## src/assert_macros.svh

```systemverilog
// ----------------------------------------------------------------------------
// assert_macros
// Assertion macros shared by the curve evaluator modules.
// ----------------------------------------------------------------------------
`ifndef ASSERT_MACROS_SVH
`define ASSERT_MACROS_SVH

// Same-cycle implication, disabled during reset.
`define ASSERT_IMPLIES(label, clk, rst, ante, cons, msg) \
   label: assert property (@(posedge clk) disable iff (rst) (ante) |-> (cons)) \
      else $error(msg);

// Next-cycle implication, disabled during reset.
`define ASSERT_NEXT(label, clk, rst, ante, cons, msg) \
   label: assert property (@(posedge clk) disable iff (rst) (ante) |=> (cons)) \
      else $error(msg);

`endif

```

## src/cr_eval_pkg.sv

```systemverilog
// ----------------------------------------------------------------------------
// cr_eval_pkg
// Types, constants and rounding helpers for the closed-curve evaluator.
// ----------------------------------------------------------------------------
package cr_eval_pkg;

   localparam int MAX_POINTS  = 64;
   localparam int COORD_W     = 32;
   localparam int FRAC_W      = 16;
   localparam int SLOT_W      = 6;
   localparam int CNT_W       = 7;
   localparam int ACC_W       = 40;
   localparam int PROD_W      = ACC_W + FRAC_W + 1;
   localparam int QUEUE_DEPTH = 4;
   localparam int QPTR_W      = 2;
   localparam int QCNT_W      = 3;
   localparam logic [CNT_W-1:0] CNT_RESET = 7'd4;

   localparam logic signed [PROD_W-1:0] HALF16 = PROD_W'(1) << (FRAC_W - 1);
   localparam logic signed [ACC_W-1:0]  SAT_HI = {{(ACC_W-COORD_W+1){1'b0}},
                                                  {(COORD_W-1){1'b1}}};
   localparam logic signed [ACC_W-1:0]  SAT_LO = {{(ACC_W-COORD_W+1){1'b1}},
                                                  {(COORD_W-1){1'b0}}};

   typedef enum logic {
      OP_LOAD = 1'b0,
      OP_EVAL = 1'b1
   } op_type;

   typedef struct packed {
      op_type                        op;
      logic [SLOT_W-1:0]             slot;
      logic [2:0][COORD_W-1:0]       coord;
      logic [FRAC_W-1:0]             frac;
   } cmd_type;

   // Round to nearest with ties toward plus infinity, dropping 16 bits.
   function automatic logic signed [ACC_W-1:0] rnd16(input logic signed [PROD_W-1:0] v);
      logic signed [PROD_W-1:0] t;
      t = v + HALF16;
      return t[ACC_W+FRAC_W-1:FRAC_W];
   endfunction

   // Drop one bit with the same rounding, then clamp to the 32-bit range.
   function automatic logic [COORD_W-1:0] rnd1_sat(input logic signed [ACC_W-1:0] v);
      logic signed [ACC_W-1:0] t;
      logic signed [ACC_W-1:0] s;
      t = v + ACC_W'(1);
      s = t >>> 1;
      if (s > SAT_HI) begin
         return SAT_HI[COORD_W-1:0];
      end else if (s < SAT_LO) begin
         return SAT_LO[COORD_W-1:0];
      end
      return s[COORD_W-1:0];
   endfunction

endpackage

```

## src/cr_eval_front.sv

```systemverilog
// ----------------------------------------------------------------------------
// cr_eval_front
// Accepts items, works out segment, fraction and the four cyclic point
// indices of an evaluate, and queues the decoded command for the back end.
// ----------------------------------------------------------------------------
`include "assert_macros.svh"

module cr_eval_front
   import cr_eval_pkg::*;
(
   input  logic                                  clock,
   input  logic                                  reset,
   input  logic [CNT_W-1:0]                      num_points,
   input  logic                                  req_valid,
   output logic                                  req_ready,
   input  cmd_type                               req_cmd,
   output logic                                  q_valid,
   input  logic                                  q_pop,
   output cmd_type                               q_cmd,
   output logic [3:0][$clog2(MAX_POINTS)-1:0]    q_idx
);

   localparam int IW = $clog2(MAX_POINTS);

   cmd_type               cmd_ff [QUEUE_DEPTH];
   logic [3:0][IW-1:0]    idx_ff [QUEUE_DEPTH];
   logic [QPTR_W-1:0]     wr_ptr_ff, wr_ptr_in;
   logic [QPTR_W-1:0]     rd_ptr_ff, rd_ptr_in;
   logic [QCNT_W-1:0]     count_ff, count_in;

   logic                  push;
   logic                  eval_push, idx_ok;
   logic [CNT_W-1:0]      cnt_eff, last;
   logic [FRAC_W+CNT_W-1:0] prod;
   logic [CNT_W-1:0]      seg, i0, i2, i3;
   logic [3:0][IW-1:0]    idx_new;
   cmd_type               cmd_new;

   // The parameter times the clamped count gives segment and local fraction.
   always_comb begin
      if (num_points == '0) begin
         cnt_eff = CNT_W'(1);
      end else if (32'(num_points) > MAX_POINTS) begin
         cnt_eff = CNT_W'(MAX_POINTS);
      end else begin
         cnt_eff = num_points;
      end
      last = cnt_eff - CNT_W'(1);
      prod = req_cmd.frac * cnt_eff;
      seg  = prod[FRAC_W+CNT_W-1:FRAC_W];
      i0   = (seg == '0) ? last : seg - CNT_W'(1);
      i2   = (seg == last) ? '0 : seg + CNT_W'(1);
      i3   = (i2 == last) ? '0 : i2 + CNT_W'(1);
      idx_new[0] = IW'(i0);
      idx_new[1] = IW'(seg);
      idx_new[2] = IW'(i2);
      idx_new[3] = IW'(i3);
      cmd_new      = req_cmd;
      cmd_new.frac = prod[FRAC_W-1:0];
   end

   assign req_ready = (count_ff != QCNT_W'(QUEUE_DEPTH));
   assign push      = req_valid && req_ready;
   assign q_valid   = (count_ff != '0);
   assign q_cmd     = cmd_ff[rd_ptr_ff];
   assign q_idx     = idx_ff[rd_ptr_ff];

   assign eval_push = push && (req_cmd.op == OP_EVAL);
   assign idx_ok    = (i3 < cnt_eff) && (seg < cnt_eff);

   always_comb begin
      wr_ptr_in = push ? wr_ptr_ff + QPTR_W'(1) : wr_ptr_ff;
      rd_ptr_in = q_pop ? rd_ptr_ff + QPTR_W'(1) : rd_ptr_ff;
      count_in  = count_ff + QCNT_W'(push) - QCNT_W'(q_pop);
   end

   always_ff @(posedge clock) begin
      if (reset) begin
         wr_ptr_ff <= '0;
         rd_ptr_ff <= '0;
         count_ff  <= '0;
      end else begin
         wr_ptr_ff <= wr_ptr_in;
         rd_ptr_ff <= rd_ptr_in;
         count_ff  <= count_in;
      end
   end

   always_ff @(posedge clock) begin
      if (push) begin
         cmd_ff[wr_ptr_ff] <= cmd_new;
         idx_ff[wr_ptr_ff] <= idx_new;
      end
   end

   `ASSERT_IMPLIES(a_q_bound, clock, reset, 1'b1, count_ff <= QCNT_W'(QUEUE_DEPTH), "bad fill")
   `ASSERT_IMPLIES(a_idx_range, clock, reset, eval_push, idx_ok, "point index beyond count")

endmodule

```

## config.mk

```make
export PLATFORM = sky130hd
export DESIGN_NAME = cr_eval_front
export DESIGN_NICKNAME = d
export VERILOG_FILES = /design/src/cr_eval_pkg.sv /design/src/cr_eval_front.sv
export VERILOG_INCLUDE_DIRS = /design/src /design/src/src
export SDC_FILE = /design/constraint.sdc
export NUM_CORES = 1
export LEC_CHECK = 0
export BUFFER_PORTS_ARGS = -buffer_cell sky130_fd_sc_hd__buf_2
export CAP_MARGIN = 5
export CORE_MARGIN = 1
export CORE_UTILIZATION = 30
export DETAILED_ROUTE_END_ITERATION = 8
export PLACE_DENSITY = 0.45
export SKIP_CTS_REPAIR_TIMING = 1
export SLEW_MARGIN = 30
export SYNTH_ARGS = -nofsm -noshare
export SYNTH_HDL_FRONTEND = slang
export SYNTH_SLANG_ARGS = --single-unit
```

## constraint.sdc

```tcl
create_clock -name clock -period 7.4 [get_ports clock]
set_input_delay 0.74 -clock clock [delete_from_list [all_inputs] [get_ports clock]]
set_output_delay 0.74 -clock clock [all_outputs]
set_load 0.01 [all_outputs]
```

== After elaboration in Yosys (flattened, before gate mapping) ==
Memories as Yosys holds them, arrays and structs flattened. A register that Yosys moved wholly into a read port is not among the register bits.
Cells that the tools add are included.
Word-level totals
  register bits: 7
  bits in writable memories: 572
  output and inout bits: 145
  word-level logic and storage cells: 33
  memories: 2
Memory list
  cmd_ff: depth 4, bits a word 119, rd ports 1, clocked after memory_dff 1, write ports 1, line cr_eval_front.sv:25  | cmd_type cmd_ff [QUEUE_DEPTH];
  idx_ff: depth 4, bits a word 24, rd ports 1, clocked after memory_dff 1, write ports 1, line cr_eval_front.sv:26  | logic [3:0][IW-1:0] idx_ff [QUEUE_DEPTH];
Cells by class
  add/subtract/negate cells: 8
  multiply operators: 1
  order comparisons: 1
  equal/unequal tests: 3
  muxes and demuxes: 11
  reductions and logical operators: 4
Operators with widths (number)
  multiplier 16 x 7 -> 23 bit: 1
  2-to-1 mux 7 bit: 3
  equality test 7 bit: 2
  zero test 7 bit: 2
  2-to-1 mux 6 bit: 2
  2-to-1 mux 2 bit: 4
  adder 7 x 1 -> 7 bit, second input constant: 1
  greater-than comparator 7 bit, second input constant: 1
  subtractor 7 x 1 -> 7 bit, second input constant: 1
  adder 6 x 1 -> 6 bit, second input constant: 1
  subtractor 6 x 1 -> 6 bit, second input constant: 1
  adder 2 x 1 -> 2 bit, second input constant: 2
  adder 3 x 1 -> 3 bit: 1
  != test 3 bit, second input constant: 1
  nonzero test 3 bit: 1
  subtractor 3 x 1 -> 3 bit: 1
  2-to-1 mux 1 bit: 2
  logical AND 1 bit: 1

== Longest topological paths before layout ==
Gate-level depths: netlist of run 1.
  word-level depth: 8
  gate-level depth with buffers: 28

== Worst setup path before layout of run 1 ==
No wires, ideal clock.
  path kind: input -> register
  start: input num_points[6]
  end: memory idx_ff[0][21] in the netlist's numbering (data pin)
  data arrival time: 7288 ps
  data required time: 7094 ps
  slack: -194 ps
  stages: 24
  path buffers: 3
  cells stage by stage: clkbuf_1 -> clkbuf_1 -> nor2b_1 -> clkbuf_1 -> and2_1 -> fa_1 -> inv_1 -> fa_1 -> fa_1 -> fa_1 -> inv_1 -> ha_1 -> and4_1 -> and3_1 -> a21oi_1 -> o21ai_0 -> xor2_1 -> ha_1 -> xnor3_1 -> a222oi_1 -> nand3_1 -> a211o_1 -> a221oi_2 -> nor3_1
On the way
  longest elaborated chain between the ends: 8
  elaborated cells on any way between the ends: 12
RTL lines
  from (decl): line cr_eval_front.sv:13  | input logic [CNT_W-1:0] num_points,
  greater-than comparator 7 bit: line cr_eval_front.sv:43  | end else if (32'(num_points) > MAX_POINTS) begin
  2-to-1 mux 7 bit: line cr_eval_front.sv:43
  2-to-1 mux 7 bit *: line cr_eval_front.sv:41  | if (num_points == '0) begin
  multiplier 16 x 7 -> 23 bit *: line cr_eval_front.sv:49  | prod = req_cmd.frac * cnt_eff;
  named net prod[17]: line cr_eval_front.sv:34  | logic [FRAC_W+CNT_W-1:0] prod;
  adder 7 x 1 -> 7 bit or equality test 7 bit (tied branches): line cr_eval_front.sv:52  | i2 = (seg == last) ? '0 : seg + CNT_W'(1);
  2-to-1 mux 7 bit *: line cr_eval_front.sv:52
  adder 6 x 1 -> 6 bit or equality test 7 bit (tied branches): line cr_eval_front.sv:53  | i3 = (i2 == last) ? '0 : i2 + CNT_W'(1);
  2-to-1 mux 6 bit *: line cr_eval_front.sv:53
  named net i3[3]: line cr_eval_front.sv:35  | logic [CNT_W-1:0] seg, i0, i2, i3;
  to (decl): line cr_eval_front.sv:26
Mark *: on every way through the listed nets, which the timed path passes. The rest lies on a longest branch.

== Final worst setup path of run 1 ==
  start: input num_points[6]
  end: memory idx_ff[2][20] in the netlist's numbering (data pin)
Same word-level chain as after synthesis.

==> impl_metrics.env, run 1 <==
export IMPL_status="finished, final reports clean"
export IMPL_yosysWarnings=0
export IMPL_slew_headroom_pct=38.36
export IMPL_initial_core_util_pct=30.37
export IMPL_p_per_area_nw_per_um2=325.2
export IMPL_area_growth_pct=19.68
export IMPL_path_max_fanout=17
export IMPL_routedWlPerCell_um=20.68
export IMPL_die_height_um=293.3
export IMPL_grt_pass1_wl_um=88890
export IMPL_avgViaCountPerCell=4.577
export IMPL_path_class="input pin to flip-flop"
export IMPL_io_pins=275
export IMPL_ant_nets=0
export IMPL_setup_tns_ns=0
export IMPL_synthFlopType="edfxtp_1"
export IMPL_yosysMostFrequentCell="edfxtp_1"
export IMPL_drt_iter0_markers=571
export IMPL_cts_max_path_buffers=3
export IMPL_end_kind="flip-flop"
export IMPL_ys_async_sr_fraction_pct=0
export IMPL_synthTopCellsByCount="edfxtp_1, mux4_2, and2_1, inv_1, fa_1"
export IMPL_setup_violations=0
export IMPL_synthesis_instances=1334
export IMPL_grt_pass1_vias=14185
export IMPL_fmax_ghz=0.1541
export IMPL_ir_worst_vdd_mv=0.1931
export IMPL_gp_congestion=0.7542
export IMPL_min_period_ns=6.491
export IMPL_synth_seq_area_share_pct=68.17
export IMPL_drive_above_1_share_pct=32.88
export IMPL_vias=13003
export IMPL_drv_cap=0
export IMPL_cts_sinks=581
export IMPL_ys_ff_latch=581
export IMPL_overflow=0
export IMPL_portBuffers=274
export IMPL_antenna_found_initial=8
export IMPL_cellLeakagePower_nw=10.76
export IMPL_synth_distinct_cells=58
export IMPL_rsz0062_at_grt="no"
export IMPL_die_area_um2=86030
export IMPL_synth_cell_area_um2=25460
export IMPL_cts_root_buf="clkbuf_16"
export IMPL_rrSetupSlack_ns=4.93
export IMPL_drcViolationCount=0
export IMPL_grt_max_degree=131
export IMPL_coreArea_um2=83820
export IMPL_hpwl_um=37410
export IMPL_hp_class="input pin to flip-flop"
export IMPL_finalHoldViolCount=0
export IMPL_synth_avg_cell_area_um2=19.09
export IMPL_firstDrtPassIters=4
export IMPL_drv_slew=0
export IMPL_yosys_top_cells_area="edfxtp_1, mux4_2, fa_1"
export IMPL_yosysTopAreaCell="edfxtp_1"
export IMPL_startpoint_type="input pin"
export IMPL_worst_slew_pin_slew_ns=0.9246
export IMPL_clkTransAtPathRegs_ns=0.06
export IMPL_cts_tree="done"
export IMPL_crit_required_ns=7.74
export IMPL_row_count=106
export IMPL_period_share_pct=87.71
export IMPL_routed_wl_um=58760
export IMPL_setup_ws_ns=0.9094
export IMPL_die_w_um=293.3
export IMPL_cp_arrival_ns=6.83
export IMPL_cts_buffers=58
export IMPL_synth_edf_count=572
export IMPL_nNetsFinal=1908
export IMPL_htree_levels=2
export IMPL_syn_nets=1587
export IMPL_synth_top_cell_area_share_pct=67.47
export IMPL_insertion_delay_ns=0.62
export IMPL_track_usage_pct=13.73
export IMPL_finClkSkew_ns=0.01795
export IMPL_dpl_worst_slack_ns=0.2862
[area by class of cell]
type | count | area (um^2)
Fill cell | 7981 | 53350
Antenna cell | 4 | 10.01
Tap cell | 1134 | 1419
Multi-Input combinational cell | 627 | 7661
Timing Repair Buffer | 312 | 1755
Clock buffer | 74 | 1563
Clock inverter | 34 | 415.4
Sequential cell | 581 | 17360
Inverter | 75 | 281.5
[kinds of logic (layout without fill, tap and decap cells)]
family	Yosys count	in the layout	synth area share, %
buf+inv	126	495	1.887
simple gates	239	239	5.052
fa+ha+maj	123	123	8.109
other cells	0	4	0
compound gates	74	74	2.044
xor+xnor	44	44	1.926
flops	581	581	68.17
mux	147	147	12.81
[critical path, cell delays in order]
cell and delay (ns):
buf_2 0.19, nor2b_1 0.08, buf_4 0.20, and2_1 0.20, fa_1 0.53, inv_1 0.05, fa_1 0.55, fa_1 0.43
fa_1 0.49, inv_1 0.04, ha_1 0.28, buf_4 0.16, a21oi_1 0.23, o221ai_1 0.21, a21oi_2 0.17, o21ai_1 0.13
xor2_2 0.19, ha_1 0.22, xnor3_1 0.45, a222oi_1 0.29, nand3_1 0.14, a211o_1 0.30, a221oi_2 0.26, buf_4 0.19
nor2_1 0.08
[worst paths after layout]
check / startpoint / endpoint / cells past startpoint
setup / recovery: num_points[6] / idx_ff[2][20] / 25
hold / removal: req_cmd[28] / cmd_ff[2][28] / 1
setup reg to reg: count_ff[1] / cmd_ff[1][92] / 4
hold reg to reg: wr_ptr_ff[1] / wr_ptr_ff[1] / 2
[cell usage in the layout (no fill, tap or decap), types with 8 or more instances in the layout]
master	synthesis	layout
fa_1	70	70
buf_2	6	274
xnor2_1	26	26
nand2_1	56	56
and2_1	88	88
clkbuf_16	0	59
a21oi_1	21	20
edfxtp_1	572	572
nor2b_1	9	9
nor2_1	34	34
buf_4	0	30
clkinv_1	0	9
clkbuf_1	27	12
xor2_1	11	9
nand3_1	10	10
clkinv_2	0	13
o21ai_0	10	9
inv_1	75	75
bufinv_16	0	8
ha_1	53	53
mux4_2	143	143
nor3_1	8	8
[where the power goes]
| group | internal [mW] | total [mW] | switching [mW] |
|---|---|---|---|
| clock | 1.78 | 3.01 | 1.24 |
| combinational | 0.995 | 2.48 | 1.48 |
| sequential | 4.33 | 4.42 | 0.0937 |
[per-layer routing]
layer  track usage, %  vias up  share of wire, %  wire [um]
li1                 -     5842                 -          -
met1            17.17     6840                42      24620
met2            24.47      240                52      30270
met3            2.632       75               4.8       2812
met4            3.100        6               1.7       1027
met5                0        -             0.066         39
[state kept, by name, summed over array words and instances, names as in the netlist, named ones only]
register,count
cmd_ff,476
rd_ptr_ff,2
idx_ff,96
count_ff,3
wr_ptr_ff,2
[metrics by stage]
stage,utilization [%],hold WS [ns],instances,cell area [um^2],power (mW)
6_report,36.35,0.3337,2841,30470,9.909
5_1_grt,36.34,0.2929,2837,30460,10.43
4_1_cts,36.33,0.2817,2837,30460,10.10
3_5_place_dp,33.97,0.5094,2729,28480,7.055
3_3_place_gp,33.94,0.4920,2728,28450,6.999
2_1_floorplan,-,0.4692,1334,25480,6.057
Note: power is estimated with default switching activity, not from simulation.
==> run 2: changes to the inputs <==
--- a/config.mk
+++ b/config.mk
@@ -11,7 +11,7 @@
 export CORE_MARGIN = 1
 export CORE_UTILIZATION = 30
 export DETAILED_ROUTE_END_ITERATION = 8
-export PLACE_DENSITY = 0.45
+export PLACE_DENSITY = 0.51
 export SKIP_CTS_REPAIR_TIMING = 1
 export SLEW_MARGIN = 30
 export SYNTH_ARGS = -nofsm -noshare
==> run 2 against run 1 <==
Net effect:
- first-iteration DRC count fell by 3.5%
- largest power group unchanged
- final area down 0.50%
- non-clock buffer count down 3
==> impl_metrics.env, run 2 (synthesis results as in run 1) <==
export IMPL_status="finished, final reports clean"
export IMPL_crit_slowest_cell="fa_1"
export IMPL_coreArea_um2=83820
export IMPL_drv_slew=0
export IMPL_die_height_um=293.3
export IMPL_regArea_um2=17360
export IMPL_rsz0062_at_grt="no"
export IMPL_row_count=106
export IMPL_slew_headroom_pct=37.73
export IMPL_grt_pass1_vias=14060
export IMPL_routedWlPerCell_um=20.28
export IMPL_swShare_pct=28.77
export IMPL_antenna_found_initial=7
export IMPL_min_period_ns=6.779
export IMPL_hp_class="input pin to flip-flop"
export IMPL_reg_top3="cmd_ff (476), idx_ff (96), count_ff (3)"
export IMPL_path_max_fanout=17
export IMPL_worst_slew_pin_slew_ns=0.9340
export IMPL_gp_congestion=0.8008
export IMPL_period_share_pct=91.60
export IMPL_avgViaCountPerCell=4.584
export IMPL_regMostFlops="cmd_ff"
export IMPL_drcViolationCount=0
export IMPL_crit_cells=25
export IMPL_nFillCells=7918
export IMPL_cts_max_path_buffers=3
export IMPL_cts_sinks=581
export IMPL_cellLeakagePower_nw=10.68
export IMPL_track_usage_pct=13.32
export IMPL_multi_input_area_um2=7666
export IMPL_path_delay_family="adder cells"
export IMPL_finalInstanceArea_um2=30320
export IMPL_final_cell_mix="edfxtp_1, buf_2, mux4_2"
export IMPL_drt_iter0_markers=551
export IMPL_path_buf_inv=7
export IMPL_grt_max_degree=93
export IMPL_path_class="input pin to flip-flop"
export IMPL_cts_buffers=60
export IMPL_ir_worst_vdd_mv=0.1511
export IMPL_firstDrtPassIters=5
export IMPL_p_per_area_nw_per_um2=319.5
export IMPL_reg2regPathDepth=4
export IMPL_power_share_clock_pct=29.3
export IMPL_fin_util_pct=36.17
export IMPL_p_comb_share_pct=25.1
export IMPL_clkTransAtPathRegs_ns=0.06
export IMPL_fmax_ghz=0.1475
export IMPL_overflow=0
export IMPL_routed_wl_um=57500
export IMPL_die_w_um=293.3
export IMPL_area_growth_pct=19.08
export IMPL_cp_arrival_ns=7.09
export IMPL_drv_cap=0
export IMPL_power_switching_mw=2.786
export IMPL_crit_required_ns=7.71
export IMPL_drive_above_1_share_pct=32.43
export IMPL_crit_path_max_incr_delay_ns=0.55
export IMPL_largest_reg_flops=476
export IMPL_startpoint_type="input pin"
export IMPL_post_dp_cell_area_um2=28430
export IMPL_end_kind="flip-flop"
export IMPL_grt_pass1_wl_um=86950
export IMPL_finalHoldViolCount=0
export IMPL_nNetsFinal=1907
export IMPL_cts_root_buf="clkbuf_16"
export IMPL_setup_violations=0
export IMPL_finClkSkew_ns=0.03472
export IMPL_portBuffers=274
export IMPL_hpwl_um=36840
export IMPL_io_pins=275
export IMPL_pwr_share_seq_pct=45.7
export IMPL_die_area_um2=86030
export IMPL_cts_tree="done"
export IMPL_htree_levels=2
export IMPL_layout_commonest_cell="edfxtp_1"
export IMPL_ant_nets=0
export IMPL_insertion_delay_ns=0.62
export IMPL_internal_power_mw=6.900
export IMPL_hold_depth=1
export IMPL_initial_core_util_pct=30.37
export IMPL_vias=12995
run 2: final cells by class:
class,count,share of cell area (%)
flip-flops and latches,581,57.27
well taps,1134,4.680
diodes,2,0.01651
clock inverters,32,0.9079
multi-input cells,627,25.29
clock buffers,75,5.208
inverters,75,0.9286
repair buffers,309,5.699
run 2: worst paths after layout:
kind	start	to	slack (ns)
worst max-delay path	num_points[6]	idx_ff[0][21]	0.62
worst max register to register	count_ff[1]	cmd_ff[0][87]	4.78
worst min-delay path	req_cmd[25]	cmd_ff[3][25]	0.33
worst min register to register	wr_ptr_ff[1]	wr_ptr_ff[1]	0.50
run 2: per-stage QoR:
step	setup slack [ns]	cells	hold slack (ns)	power, mW	TNS (ns)
2_1_floorplan	0.03413	1334	0.4692	6.057	0
3_3_place_gp	0.02121	2724	0.4846	6.926	0
3_5_place_dp	-0.02195	2725	0.4947	6.989	-0.2212
4_1_cts	0.6268	2832	0.2774	9.865	0
5_1_grt	0.2732	2833	0.2932	10.19	0
6_report	0.6213	2835	0.3333	9.686	0
run 2: layer usage:
layer  vias to the layer above  track usage, %  part of all wire, %
met2                       284           23.51                   51
met3                        81           2.791                  5.0
li1                       5849               -                    -
met1                      6771           16.55                   42
met5                         -               0                 0.11
met4                        10           3.417                  2.0
run 2: worst register-to-register path, stage by stage (launching register included):
cell and delay, ns:
dfxtp_1 0.41, nor2_1 0.07, nand2_1 0.17, and3_4 0.73, buf_4 0.81
run 2: power by group through the flow:
stage | combinational (mW) | sequential (mW) | clock [mW]
4_1_cts | 2.50 | 4.43 | 2.93
3_5_place_dp | 2.49 | 4.50 | 0
6_report | 2.43 | 4.42 | 2.84
5_1_grt | 2.69 | 4.46 | 3.05
3_3_place_gp | 2.45 | 4.48 | 0
2_1_floorplan | 1.56 | 4.50 | 0
==> run 3: changes to the inputs <==
--- a/config.mk
+++ b/config.mk
@@ -6,12 +6,13 @@
 export SDC_FILE = /design/constraint.sdc
 export NUM_CORES = 1
 export LEC_CHECK = 0
+export ABC_AREA = 1
 export BUFFER_PORTS_ARGS = -buffer_cell sky130_fd_sc_hd__buf_2
 export CAP_MARGIN = 5
 export CORE_MARGIN = 1
 export CORE_UTILIZATION = 30
 export DETAILED_ROUTE_END_ITERATION = 8
-export PLACE_DENSITY = 0.51
+export PLACE_DENSITY = 0.49
 export SKIP_CTS_REPAIR_TIMING = 1
 export SLEW_MARGIN = 30
 export SYNTH_ARGS = -nofsm -noshare
==> constraint.sdc (replaced) <==
create_clock -name clock -period 7.2 [get_ports clock]
set_input_delay 0.72 -clock clock [delete_from_list [all_inputs] [get_ports clock]]
set_output_delay 0.72 -clock clock [all_outputs]
set_load 0.01 [all_outputs]
==> run 3 against run 2 <==
Net effect:
- sequential share of layout area is 0.24 points lower
- largest cell class unchanged
- largest power group unchanged
- clock power about the same
- global-route usage is 1.5 points higher
==> impl_metrics.env, run 3 <==
export IMPL_reg2reg_from="count_ff[1]"
export IMPL_track_usage_pct=14.78
export IMPL_drv_slew=0
export IMPL_yosysTopAreaCell="edfxtp_1"
export IMPL_antenna_found_initial=2
export IMPL_rsz0062_at_grt="no"
export IMPL_row_count=107
export IMPL_yosysWarnings=0
export IMPL_endpoint="idx_ff[1][22]"
export IMPL_cts_tree="done"
export IMPL_synth_cell_area_um2=26040
export IMPL_gp_congestion=0.8434
export IMPL_dp_cells=3507
export IMPL_worstHoldStart="req_cmd[104]"
export IMPL_insertion_delay_ns=0.60
export IMPL_dpl_worst_slack_ns=0.2938
export IMPL_path_class="input pin to flip-flop"
export IMPL_p_per_area_nw_per_um2=317.2
export IMPL_drive_above_1_share_pct=16.21
export IMPL_cpMostUsedCell="nand2_1"
export IMPL_largest_reg_flops=476
export IMPL_clkTransAtPathRegs_ns=0.06
export IMPL_hpwl_um=39620
export IMPL_cts_root_buf="clkbuf_16"
export IMPL_synth_avg_cell_area_um2=11.94
export IMPL_finalHoldViolCount=0
export IMPL_min_period_ns=6.370
export IMPL_crit_path_max_incr_delay_ns=0.53
export IMPL_final_cell_mix="edfxtp_1, nor2_1, o21ai_0"
export IMPL_die_height_um=296.6
export IMPL_io_pins=275
export IMPL_nNetsFinal=2676
export IMPL_finClkSkew_ns=0.01394
export IMPL_initial_core_util_pct=30.44
export IMPL_synth_top_cell_area_share_pct=65.96
export IMPL_ys_async_sr_fraction_pct=0
export IMPL_setup_violations=0
export IMPL_rrSetupSlack_ns=4.32
export IMPL_period_share_pct=88.48
export IMPL_crit_path_start="num_points[6]"
export IMPL_vias=16961
export IMPL_regMostFlops="cmd_ff"
export IMPL_reg_top3="cmd_ff (476), idx_ff (96), count_ff (3)"
export IMPL_synth_distinct_cells=34
export IMPL_ys_ff_latch=581
export IMPL_crit_required_ns=7.61
export IMPL_final_cells=3614
export IMPL_reg2regPathDepth=5
export IMPL_grt_pass1_wl_um=99640
export IMPL_synthesis_instances=2180
export IMPL_worst_slew_pin_slew_ns=0.9657
export IMPL_coreArea_um2=85550
export IMPL_synthTopCellsByCount="edfxtp_1, nor2_1, o21ai_0, nand2_1, inv_1"
export IMPL_drv_cap=0
export IMPL_overflow=0
export IMPL_layout_commonest_cell="edfxtp_1"
export IMPL_yosysMostFrequentCell="edfxtp_1"
export IMPL_status="finished, final reports clean"
export IMPL_slew_headroom_pct=35.62
export IMPL_end_kind="flip-flop"
export IMPL_synth_edf_count=572
export IMPL_die_area_um2=87980
export IMPL_cts_max_path_buffers=3
export IMPL_cts_buffers=58
export IMPL_hp_class="input pin to flip-flop"
export IMPL_report_power_total_mw=9.658
export IMPL_syn_nets=2433
export IMPL_die_w_um=296.6
export IMPL_crit_slowest_cell="fa_1"
export IMPL_firstDrtPassIters=6
export IMPL_grt_pass1_vias=17136
export IMPL_yosys_top_cells_area="edfxtp_1, nor2_1, o21ai_0"
export IMPL_synth_seq_area_share_pct=66.65
export IMPL_htree_levels=2
export IMPL_startpoint_type="input pin"
export IMPL_cts_sinks=581
export IMPL_path_max_fanout=16
export IMPL_grt_max_degree=193
export IMPL_ir_worst_vdd_mv=0.1861
export IMPL_drt_iter0_markers=827
export IMPL_ant_nets=0
export IMPL_routed_wl_um=65890
export IMPL_area_growth_pct=16.93
export IMPL_synthFlopType="edfxtp_1"
export IMPL_routedWlPerCell_um=18.23
export IMPL_drcViolationCount=0
export IMPL_cp_arrival_ns=6.78
export IMPL_setup_tns_ns=0
export IMPL_setup_ws_ns=0.8295
export IMPL_cellLeakagePower_nw=11.63
export IMPL_r2r_end="idx_ff[2][8]"
export IMPL_avgViaCountPerCell=4.693
export IMPL_fmax_ghz=0.1570
export IMPL_fin_util_pct=35.59
export IMPL_portBuffers=274
==> run 3: routing by layer <==
layer | up-vias | share of wire, % | GRT usage [%] | wire [um]
met5 | - | 0.017 | 0 | 11
met4 | 2 | 2.7 | 4.601 | 1769
met3 | 86 | 5.3 | 2.548 | 3477
met2 | 360 | 49 | 25.72 | 32190
met1 | 8391 | 43 | 18.62 | 28440
li1 | 8122 | - | - | -
==> run 3: stage by stage <==
stage	hold WS [ns]	cell area, um^2
2_1_floorplan	0.4837	26040
3_3_place_gp	0.4936	28650
3_5_place_dp	0.5218	28650
4_1_cts	0.2797	30430
5_1_grt	0.2931	30440
6_report	0.3284	30450
==> run 3: power by group <==
| group | switching (mW) | total (mW) | leakage [nW] | internal (mW) |
|---|---|---|---|---|
| Clock | 1.23 | 2.85 | 0.888 | 1.61 |
| Combinational | 1.62 | 2.29 | 5.41 | 0.669 |
| Sequential | 0.0894 | 4.52 | 5.32 | 4.44 |
| Total | 2.94 | 9.66 | 11.6 | 6.72 |
==> run 3: logic make-up after synthesis <==
logic type | after synthesis | synth area share [%]
AND/OR/NAND/NOR | 693 | 10.62
flip-flops | 581 | 66.65
AO/OA/AOI/OAI | 463 | 9.634
buffers and inverters | 296 | 4.353
adder cells (fa/ha/maj) | 123 | 7.928
XOR/XNOR | 24 | 0.8072
==> run 3: layout make-up <==
type                       instances  area (um^2)
fill                            8394        55100
clock buffer                      64         1474
clock inverter                    40        314.1
inverter                         190        723.2
timing repair buffer             289         1554
tap                             1144         1431
antenna                            3        7.507
sequential                       581        17360
multi-input combinational       1303         7580
==> run 3: how the worst min path moves through the flow <==
stage,end,depth (start not counted)
after floorplan,flip-flop,2
final,cmd_ff[3][104],1
after detailed placement,flip-flop,2
after global routing,cmd_ff[1][33],1
after global placement,flip-flop,2
after CTS,cmd_ff[3][104],1
==> run 3: worst max-delay path, delay by kind of cell <==
kind | cells | cell delay [ns]
XOR/XNOR | 1 | 0.16
AND/OR/NAND/NOR | 17 | 2.47
AO/OA/AOI/OAI | 1 | 0.13
buffers and inverters | 7 | 0.65
adder cells (fa/ha/maj) | 6 | 2.63
